==> config.mk <==
export PLATFORM = sky130hd
export DESIGN_NAME = hufd_queue
export DESIGN_NICKNAME = d
export VERILOG_FILES = /design/src/hdl/hufd_pkg.sv /design/src/hdl/hufd_queue.sv
export SDC_FILE = /design/constraint.sdc
export NUM_CORES = 1
export LEC_CHECK = 0
export BUFFER_PORTS_ARGS = -buffer_cell sky130_fd_sc_hd__buf_2
export CAP_MARGIN = 20
export CORE_ASPECT_RATIO = 1.5
export CORE_MARGIN = 4
export CORE_UTILIZATION = 25
export CTS_CLUSTER_DIAMETER = 80
export DETAILED_ROUTE_END_ITERATION = 6
export PLACE_DENSITY_LB_ADDON = 0.15
export SETUP_SLACK_MARGIN = 0.5
export SLEW_MARGIN = 10
export SYNTH_ARGS = -nofsm -noshare
export SYNTH_HDL_FRONTEND = slang
export SYNTH_SLANG_ARGS = --single-unit
==> constraint.sdc <==
create_clock -name clk_i -period 3.5 [get_ports clk_i]
set_input_delay 0.7 -clock clk_i [delete_from_list [all_inputs] [get_ports clk_i]]
set_output_delay 0.7 -clock clk_i [all_outputs]
set_load 0.01 [all_outputs]
==> src/hdl/hufd_pkg.sv <==
`timescale 1ns / 1ps

package hufd_pkg;

  localparam int IDX_W            = 9;
  localparam int SYM_W            = 8;
  localparam int CODE_W           = 8;
  localparam int NBITS_W          = 4;
  localparam int NODE_COUNT_DEF   = 512;
  localparam int SYMBOL_COUNT_DEF = 256;
  localparam int QUEUE_DEPTH      = 2;

  localparam logic [NBITS_W-1:0] MAX_BITS = NBITS_W'(CODE_W);

  typedef enum logic {
    OP_WRITE  = 1'b0,
    OP_DECODE = 1'b1
  } op_e;

  typedef struct packed {
    logic             leaf;
    logic [SYM_W-1:0] symbol;
    logic [IDX_W-1:0] left;
    logic [IDX_W-1:0] right;
  } node_t;

  typedef struct packed {
    op_e                op;
    logic [IDX_W-1:0]   idx;
    node_t              node;
    logic [CODE_W-1:0]  code;
    logic [NBITS_W-1:0] nbits;
    logic               restart;
  } req_t;

endpackage

==> src/hdl/hufd_queue.sv <==
`timescale 1ns / 1ps

module hufd_queue #(
  parameter int DEPTH = 2
) (
  input  logic          clk_i,
  input  logic          rst_ni,
  input  logic          push_i,
  input  hufd_pkg::req_t data_i,
  output logic          full_o,
  input  logic          pop_i,
  output hufd_pkg::req_t data_o,
  output logic          empty_o
);
  import hufd_pkg::*;

  localparam int PTR_W = (DEPTH > 1) ? $clog2(DEPTH) : 1;
  localparam int CNT_W = $clog2(DEPTH + 1);

  req_t             store_q [DEPTH];
  logic [PTR_W-1:0] wr_ptr_q, wr_ptr_d;
  logic [PTR_W-1:0] rd_ptr_q, rd_ptr_d;
  logic [CNT_W-1:0] cnt_q, cnt_d;

  assign full_o  = (cnt_q == CNT_W'(DEPTH));
  assign empty_o = (cnt_q == '0);
  assign data_o  = store_q[rd_ptr_q];

  always_comb begin
    wr_ptr_d = wr_ptr_q;
    rd_ptr_d = rd_ptr_q;
    cnt_d    = cnt_q;
    if (push_i) begin
      wr_ptr_d = (wr_ptr_q == PTR_W'(DEPTH - 1)) ? '0 : wr_ptr_q + PTR_W'(1);
    end
    if (pop_i) begin
      rd_ptr_d = (rd_ptr_q == PTR_W'(DEPTH - 1)) ? '0 : rd_ptr_q + PTR_W'(1);
    end
    if (push_i && !pop_i) begin
      cnt_d = cnt_q + CNT_W'(1);
    end else if (pop_i && !push_i) begin
      cnt_d = cnt_q - CNT_W'(1);
    end
  end

  always_ff @(posedge clk_i or negedge rst_ni) begin
    if (!rst_ni) begin
      wr_ptr_q <= '0;
      rd_ptr_q <= '0;
      cnt_q    <= '0;
    end else begin
      wr_ptr_q <= wr_ptr_d;
      rd_ptr_q <= rd_ptr_d;
      cnt_q    <= cnt_d;
    end
  end

  always_ff @(posedge clk_i) begin
    if (push_i) begin
      store_q[wr_ptr_q] <= data_i;
    end
  end

endmodule

==> flow_summary.json, run 1 <==
{
  "outcome": "completed",
  "final_nets": 340,
  "clock_path_buffers": 2,
  "max_cap_violations": 0,
  "drt_iter0_drc": 40,
  "ant_nets": 0,
  "rsz0062_at_grt": "false",
  "place_hpwl_um": 5234,
  "htree_levels": 3,
  "cp.required_ns": 2.80,
  "grt_remaining_overflow": 0,
  "max_stage_delay_ns": 0.84,
  "clock_sinks": 104,
  "path_cells": "buf_12, mux2_4, buf_2",
  "fp.dieArea_um2": 18330,
  "critPathTopFamily": "flip-flops",
  "io_pins": 106,
  "dieWidth_um": 111.9,
  "vias": 1916,
  "total_power_uw": 3959,
  "fin_worst_skew_ns": 0.007041,
  "drive_gt1_frac": 0.6000,
  "ys_ff_latch": 104,
  "setup_viol_count_final": 0,
  "final.period_utilization": 0.7629,
  "critPathKind": "flip-flop to primary output",
  "hold_violations": 0,
  "first_pass_iters": 4,
  "syn_avg_cell_area_um2": 23.53,
  "clkLatencyLatePin_ns": 0.34,
  "grt_pass1_vias": 2164,
  "synth_cell_types": 13,
  "slew_headroom": 0.5339,
  "synth_cells": 172,
  "grt_util_all_layers": 0.08577,
  "wl_um": 7677,
  "end_kind": "primary output",
  "yosys_warnings": 0,
  "path_clk_slew_ns": 0.06,
  "fin_tns_setup_ns": 0,
  "crit_arrival_ns": 1.97,
  "synth_nets": 227,
  "drcViolationCount": 0,
  "timing.final.ws_setup_ns": 0.8297,
  "cp-start-kind": "flip-flop",
  "numCtsBuffers": 9,
  "p_leak_uw": 0.002015,
  "ys_seq_area_frac": 0.7666,
  "antenna_cells": 0,
  "tritoncts": "yes",
  "die_h_um": 163.8,
  "area_growth_pct": 25.01,
  "cp_max_fo": 32,
  "grt_pass1_wl_um": 11630,
  "critical_path.slowest_cell": "dfrtp_4",
  "cp.buffers_inverters": 2,
  "cts-resized-gates": 0,
  "netlist_area_um2": 4048,
  "post-cts-setup-buffers": 0,
  "grt_max_degree": 33,
  "gp_congestion": 0.6384,
  "via_per_inst": 3.886,
  "finalMaxSlewViolations": 0,
  "rows": 56,
  "coreArea_um2": 15770,
  "vdd_drop_max_uv": 419.5,
  "clockRootBuffer": "clkbuf_16",
  "worstMarginPinSlew_ns": 0.6976,
  "min_period_ns": 2.670,
  "initial_core_util": 0.2567,
  "pre_cts_ws_ns": 1.148,
  "clock.fmax_ghz": 0.3745,
  "hp-class": "input pin to async pin",
  "drt-wirelength-per-cell_um": 15.57,
  "p_per_area_nw_per_um2": 782.4,
  "port_buffers": 105,
  "antenna_found_initial": 2,
  "hold_buffers": 0
}
==> cell usage in the layout (no fill, tap or decap) <==
cell and count:
buf_12 3, clkinv_4 1, nor2_1 2, xor2_1 4, clkbuf_16 9, mux2_4 49, clkinv_1 1, and2_2 1
buf_2 105, clkbuf_1 2, nor2b_4 1, mux2_2 1, dfrtp_4 1, inv_6 3, ha_1 1, xnor2_1 1
dfrtp_1 3, inv_1 1, nor2b_1 1, edfxtp_1 100
==> metal layers <==
layer,share of wire,GRT usage
met4,0.027,0.04704
met3,0.053,0.02728
met5,0.0044,0
met2,0.55,0.1534
met1,0.37,0.08855
==> final timing paths <==
| path | from | endpoint | slack [ns] | depth (start not counted) |
|---|---|---|---|---|
| max | rd_ptr_q | data_o[10] | 0.83 | 3 |
| min | rst_ni | cnt_q[0] | 0.16 | 1 |
| min reg2reg | cnt_q[1] | cnt_q[1] | 0.51 | 1 |
| min in group clk_i | cnt_q[1] | cnt_q[1] | 0.51 | 1 |
| max reg2reg | wr_ptr_q | store_q[0][6] | 1.88 | 2 |
| max in group asynchronous | rst_ni | rd_ptr_q | 3.20 | 1 |
==> cell families (layout without fill, tap and decap cells) <==
kind of cell  Yosys count  in the layout  synth area share
buf+inv                 7            125           0.02844
fa+ha+maj               1              1          0.003091
xor+xnor                5              5           0.01082
simple gates            5              5          0.006493
mux                    50             50            0.1845
flops                 104            104            0.7666
==> registers in the layout, summed over array words and instances (netlist names) <==
register and flops:
cnt_q 2, rd_ptr_q 1, store_q 100, wr_ptr_q 1
==> through the flow <==
stage               instances  utilization  instance area, um2  hold slack, ns
global route              493       0.3210                5060          0.1499
finish                    493       0.3210                5060          0.1624
CTS                       493       0.3210                5060          0.1455
floorplan                 172            -                4050          0.4044
global placement          477       0.3037                4788          0.4793
detailed placement        477       0.3037                4788          0.4909
==> final cells by class <==
cell class                 count  area, um2
clock buffer                  11      232.7
clock inverter                 5      38.79
fill                        1557      10710
inverter                       1      3.754
multi-input combinational     61      838.3
sequential                   104       3107
tap                          203      254.0
timing repair buffer         108      585.6
==> synthesized netlist by cell type <==
master | instances | area, um2
buf_6 | 1 | 11.26
dfrtp_1 | 4 | 100.1
mux2_2 | 1 | 11.26
mux2_4 | 49 | 735.7
and2_1 | 1 | 6.260
buf_12 | 5 | 100.1
xnor2_1 | 1 | 8.760
inv_1 | 1 | 3.750
xor2_1 | 4 | 35.03
edfxtp_1 | 100 | 3003
ha_1 | 1 | 12.51
nor2_1 | 2 | 7.510
nor2b_1 | 2 | 12.51
==> power by group <==
group	switching (uW)	total [uW]	leakage, uW	internal (uW)
sequential	175	1830	0.000984	1660
combinational	539	1210	0.000898	669
clock	431	920	0.000133	490
total	1140	3960	0.00202	2810
(Power assumes the default switching activity.)
==> run 2, diff against run 1 <==
Clock period 3.5 ns to 2.45 ns, I/O delays scaled along.
==> run 2 against run 1 <==
  * Critical endpoint unchanged
  * Cell count up 1.0%
  * Core utilization up 0.34 points
  * Via count up 0.57%
  * Setup slack worse by 0.40 ns
  * Total power up 45%
  * Non-clock buffer count up 5
  * Largest power group unchanged
  * Critical path depth unchanged
  * Combinational power up 60%
  * Clock power up 42%
  * Wire length up 1.6%
  * First-iteration DRC count up 25%
==> flow_summary.json, run 2 (synthesized netlist as in run 1, its figures left out) <==
{
  "setup_viol_count_final": 0,
  "critPathKind": "flip-flop to primary output",
  "tritoncts": "yes",
  "clockRootBuffer": "clkbuf_16",
  "layout_commonest_cell": "buf_2",
  "clkLatencyLatePin_ns": 0.34,
  "io_pins": 106,
  "largest_reg_flops": 100,
  "htree_levels": 3,
  "max_cap_violations": 0,
  "whs_path_depth": 1,
  "grt_util_all_layers": 0.08645,
  "final_cells": 498,
  "initial_core_util": 0.2567,
  "cp_max_fo": 14,
  "place_hpwl_um": 5275,
  "p_leak_uw": 0.002048,
  "clock_path_buffers": 2,
  "end_kind": "primary output",
  "antenna_cells": 0,
  "slew_headroom": 0.7103,
  "hold_slack_ns": 0.3356,
  "reg2reg_to": "store_q[1][32]",
  "drcViolationCount": 0,
  "via_per_inst": 3.869,
  "area_growth_pct": 26.34,
  "hp-start": "data_i[15]",
  "reg_top3": "store_q (100), cnt_q (2)",
  "gp_congestion": 0.6456,
  "grt_remaining_overflow": 0,
  "rr_startpoint": "wr_ptr_q",
  "clock_sinks": 104,
  "clock.fmax_ghz": 0.4944,
  "vdd_drop_max_uv": 434.9,
  "post-cts-setup-buffers": 0,
  "critical_path.slowest_cell": "dfrtp_4",
  "max_stage_delay_ns": 0.53,
  "drive_gt1_frac": 0.6102,
  "ant_nets": 0,
  "fp.dieArea_um2": 18330,
  "hold_end": "store_q[0][15]",
  "timing.final.ws_setup_ns": 0.4275,
  "coreArea_um2": 15770,
  "dieWidth_um": 111.9,
  "fillCellCount": 1529,
  "r2r_cells": 2,
  "numCtsBuffers": 9,
  "seqCellArea_um2": 3107,
  "cp.required_ns": 1.96,
  "wl_um": 7799,
  "pre_cts_ws_ns": 0.6531,
  "drt-wirelength-per-cell_um": 15.66,
  "fin_worst_skew_ns": 0.006024,
  "outcome": "completed",
  "finalMaxSlewViolations": 0,
  "dp.cells": 480,
  "first_pass_iters": 4,
  "cp-start-kind": "flip-flop",
  "path_clk_slew_ns": 0.07,
  "final_nets": 345,
  "final.period_utilization": 0.8255,
  "rows": 56,
  "drt_iter0_drc": 50,
  "hold_violations": 0,
  "p_per_area_nw_per_um2": 1120,
  "port_buffers": 105,
  "crit_arrival_ns": 1.53,
  "fin_tns_setup_ns": 0,
  "path_cells": "clkbuf_16, mux2_4, buf_2",
  "grt_pass1_wl_um": 11800,
  "min_period_ns": 2.022,
  "largest-register": "store_q",
  "antenna_found_initial": 3,
  "die_h_um": 163.8,
  "hp-class": "input pin to flip-flop",
  "grt_pass1_vias": 2158,
  "rsz0062_at_grt": "true",
  "ff2ff_setup_slack_ns": 1.12,
  "vias": 1927,
  "grt_max_degree": 30,
  "most-common-layout-cells": "buf_2 (105), edfxtp_1 (100), mux2_4 (49)",
  "worstMarginPinSlew_ns": 0.4346,
  "multiInputGateArea_um2": 838.3
}
==> run 2: changes by cell type in the layout (fill, tap and decap cells not counted) <==
cell / change
clkbuf_1: -1
clkinv_2: +2
inv_6: -1
buf_4: +4
clkinvlp_4: +1
clkinv_1: -1
clkbuf_16: +1
buf_12: -2
dlygate4sd3_1: +1
buf_16: +1
==> run 2: worst max path at each step <==
stage | endpoint | from | slack, ns | cells past startpoint
after global routing | data_o[1] | rd_ptr_q | 0.37 | 3
after global placement | data_o[7] | rd_ptr_q | 0.66 | 3
after detailed placement | data_o[7] | rd_ptr_q | 0.65 | 3
after floorplan | store_q[0][0] | push_i | 0.77 | 1
after CTS | data_o[29] | rd_ptr_q | 0.38 | 3
final | data_o[10] | rd_ptr_q | 0.43 | 3
==> run 2: timing repair <==
action                                 in CTS  in global routing
pin swaps                                   0                  0
hold buffers                                1                  0
gates resized for setup                     3                  1
gates cloned                                0                  1
endpoints found under the hold margin       4                  0
setup endpoints to repair                  50                 50
==> run 2: per-layer routing <==
metal	vias to the layer above	routed length, um	track usage
met5	-	45	0
met4	6	133	0.03985
met3	13	474	0.03317
met2	60	4300	0.1539
met1	939	2846	0.08943
li1	909	-	-
==> run 2: report_power, final <==
part           leakage, uW  switching (uW)  total [uW]  internal [uW]
logic             0.000931             913        1930           1020
clock network     0.000133             613        1310            695
registers         0.000984             120        2490           2370
==> run 2: metrics by stage <==
step                  util  total power [uW]  instance area, um2
CTS                 0.3225              5817                5084
global placement    0.3036              4435                4786
floorplan                -              3909                4056
finish              0.3244              5728                5114
detailed placement  0.3036              4445                4786
global route        0.3244              6071                5114
==> run 2: layout make-up <==
type,count,share of cell area
Sequential cell,104,0.6075
Multi-Input combinational cell,61,0.1639
Timing Repair Buffer,113,0.1248
Tap cell,203,0.04967
Clock buffer,10,0.04478
Clock inverter,6,0.008564
Inverter,1,0.0007340
==> run 2: critical path: cells and delay by family (launching register included) <==
| family | cells | cell delay [ns] |
|---|---|---|
| flops | 1 | 0.53 |
| buf+inv | 2 | 0.36 |
| mux | 1 | 0.30 |
==> run 3, diff against run 2 <==
Settings changed: ABC_AREA set to 1.
Clock period 2.45 ns to 2.1 ns, I/O delays scaled along.
==> run 3 against run 2 <==
  * Combinational power up 17%
  * Sequential cell count stayed put
  * Synthesized cell count rose by 5.2%
==> flow_summary.json, run 3 <==
{
  "reg_top3": "store_q (100), cnt_q (2)",
  "ys_seq_area_frac": 0.7628,
  "rows": 56,
  "via_per_inst": 3.972,
  "vdd_drop_max_uv": 450.5,
  "clock_sinks": 104,
  "synth_largest_area_cell": "edfxtp_1",
  "tritoncts": "yes",
  "die_h_um": 164.2,
  "fp.dieArea_um2": 18420,
  "dpl-instance-area_um2": 4826,
  "coreArea_um2": 15840,
  "path_cells": "buf_12, mux2_4, buf_2",
  "slew_headroom": 0.7229,
  "grt_pass1_wl_um": 12300,
  "fin_worst_skew_ns": 0.008083,
  "fillCellCount": 1603,
  "netlist_area_um2": 4068,
  "largest-register": "store_q",
  "outcome": "completed",
  "synth.area.top_cells": "edfxtp_1 (74%), mux2_4 (18%), buf_12 (2.5%), dfrtp_1 (2.5%), inv_1 (0.65%)",
  "synthTopCellsByCount": "edfxtp_1 (100), mux2_4 (49), inv_1 (7), buf_12 (5), nand2_1 (5)",
  "path_clk_slew_ns": 0.07,
  "drcViolationCount": 0,
  "ys_ff_latch": 104,
  "layout_commonest_cell": "buf_2",
  "drt_iter0_drc": 45,
  "hp-class": "input pin to flip-flop",
  "cp.buffers_inverters": 2,
  "worstMarginPinSlew_ns": 0.4156,
  "max_cap_violations": 0,
  "final_nets": 355,
  "gp_congestion": 0.6516,
  "drt-wirelength-per-cell_um": 15.82,
  "fin_tns_setup_ns": 0,
  "antenna_cells": 0,
  "p_per_area_nw_per_um2": 1335,
  "dieWidth_um": 112.2,
  "cp_max_fo": 21,
  "final.period_utilization": 0.9198,
  "ant_nets": 0,
  "antenna_found_initial": 1,
  "synth_top_area_share": 0.7382,
  "clkLatencyLatePin_ns": 0.33,
  "dp.cells": 489,
  "largest_reg_flops": 100,
  "p_leak_uw": 0.002089,
  "yosysMostFrequentCell": "edfxtp_1",
  "final_cells": 508,
  "rsz0062_at_grt": "true",
  "synth_nets": 236,
  "htree_levels": 3,
  "end_kind": "primary output",
  "grt_remaining_overflow": 0,
  "synth_edf_count": 100,
  "setup_viol_count_final": 0,
  "most-common-layout-cells": "buf_2 (104), edfxtp_1 (100), mux2_4 (50)",
  "numCtsBuffers": 9,
  "synth-async-reset-ratio": 0.03846,
  "grt_max_degree": 29,
  "area_growth_pct": 27.25,
  "io_pins": 106,
  "syn_avg_cell_area_um2": 22.47,
  "drive_gt1_frac": 0.6000,
  "clock.fmax_ghz": 0.5177,
  "critPathTopFamily": "flip-flops",
  "wl_um": 8038,
  "finalMaxSlewViolations": 0,
  "cp-start-kind": "flip-flop",
  "initial_core_util": 0.2569,
  "cp.required_ns": 1.68,
  "max_stage_delay_ns": 0.52,
  "clockRootBuffer": "clkbuf_16",
  "grt_pass1_vias": 2302,
  "grt_util_all_layers": 0.08910,
  "fin_area_um2": 5176,
  "synth_cells": 181,
  "ys.flop_type": "edfxtp_1",
  "clock_path_buffers": 2,
  "hold_violations": 0,
  "critical_path.slowest_cell": "dfrtp_4",
  "place_hpwl_um": 5501,
  "critPathKind": "flip-flop to primary output",
  "synth_cell_types": 14,
  "first_pass_iters": 4,
  "yosys_warnings": 0,
  "crit_arrival_ns": 1.51,
  "vias": 2018,
  "port_buffers": 105,
  "min_period_ns": 1.932
}
-- run 3: final timing paths --
check / to / slack (ns) / depth (start not counted) / from
max: data_o[4] / 0.17 / 3 / rd_ptr_q
min: store_q[0][22] / 0.27 / 1 / data_i[22]
max reg2reg: store_q[1][47] / 0.77 / 3 / wr_ptr_q
min reg2reg: cnt_q[1] / 0.55 / 2 / cnt_q[1]
max in group asynchronous: rd_ptr_q / 1.53 / 2 / rst_ni
min in group asynchronous: cnt_q[0] / 0.42 / 2 / rst_ni
-- run 3: timing repair --
item | in CTS | in global routing
cloned | 0 | 0
hold buffers | 1 | 0
setup endpoints to repair | 50 | 50
setup buffers | 2 | 0
endpoints found under the hold margin | 4 | 0
gates resized for setup | 3 | 0
-- run 3: logic make-up after synthesis --
logic type,after synthesis,share of synthesized area
adders and majority gates,1,0.003075
muxes,50,0.1836
and+or+nand+nor,10,0.01015
xor gates and xnor gates,3,0.006461
buffers and inverters,13,0.03384
DFF,104,0.7628
-- run 3: final cells by class --
type	instances	area, um2	share of cell area
sequential	104	3107	0.6002
multi-input combinational	64	840.8	0.1624
tap	203	254.0	0.04907
clock inverter	7	86.33	0.01668
timing repair buffer	114	630.6	0.1218
inverter	7	32.53	0.006285
clock buffer	9	225.2	0.04351
-- run 3: power by group --
group          switching [uW]  internal, uW  total, uW
clock                     711          1030       1750
combinational            1080          1170       2250
sequential                146          2760       2910
total                    1940          4970       6910
-- run 3: worst register-to-register path, stage by stage (launching register included) --
cell and delay, ns:
dfrtp_1 0.44, nand2_2 0.09, clkinvlp_4 0.07, buf_4 0.36
-- run 3: per-layer routing --
metal	part of all wire	up-vias	GRT usage
met4	0.020	2	0.03937
met1	0.35	1024	0.08631
met2	0.58	53	0.1717
met3	0.053	9	0.02654
li1	-	930	-
met5	0.00087	-	0
-- run 3: per-stage QoR --
step                      total power [uW]  hold slack, ns  utilization  worst slack (ns)
after CTS                             7076          0.2489       0.3269            0.1368
after global placement                5229          0.2423       0.3048            0.3462
after global routing                  7298          0.2491       0.3269            0.1189
after floorplan                       4573          0.1244            -            0.5035
final                                 6909          0.2675       0.3269            0.1685
after detailed placement              5246          0.2409       0.3048            0.3442
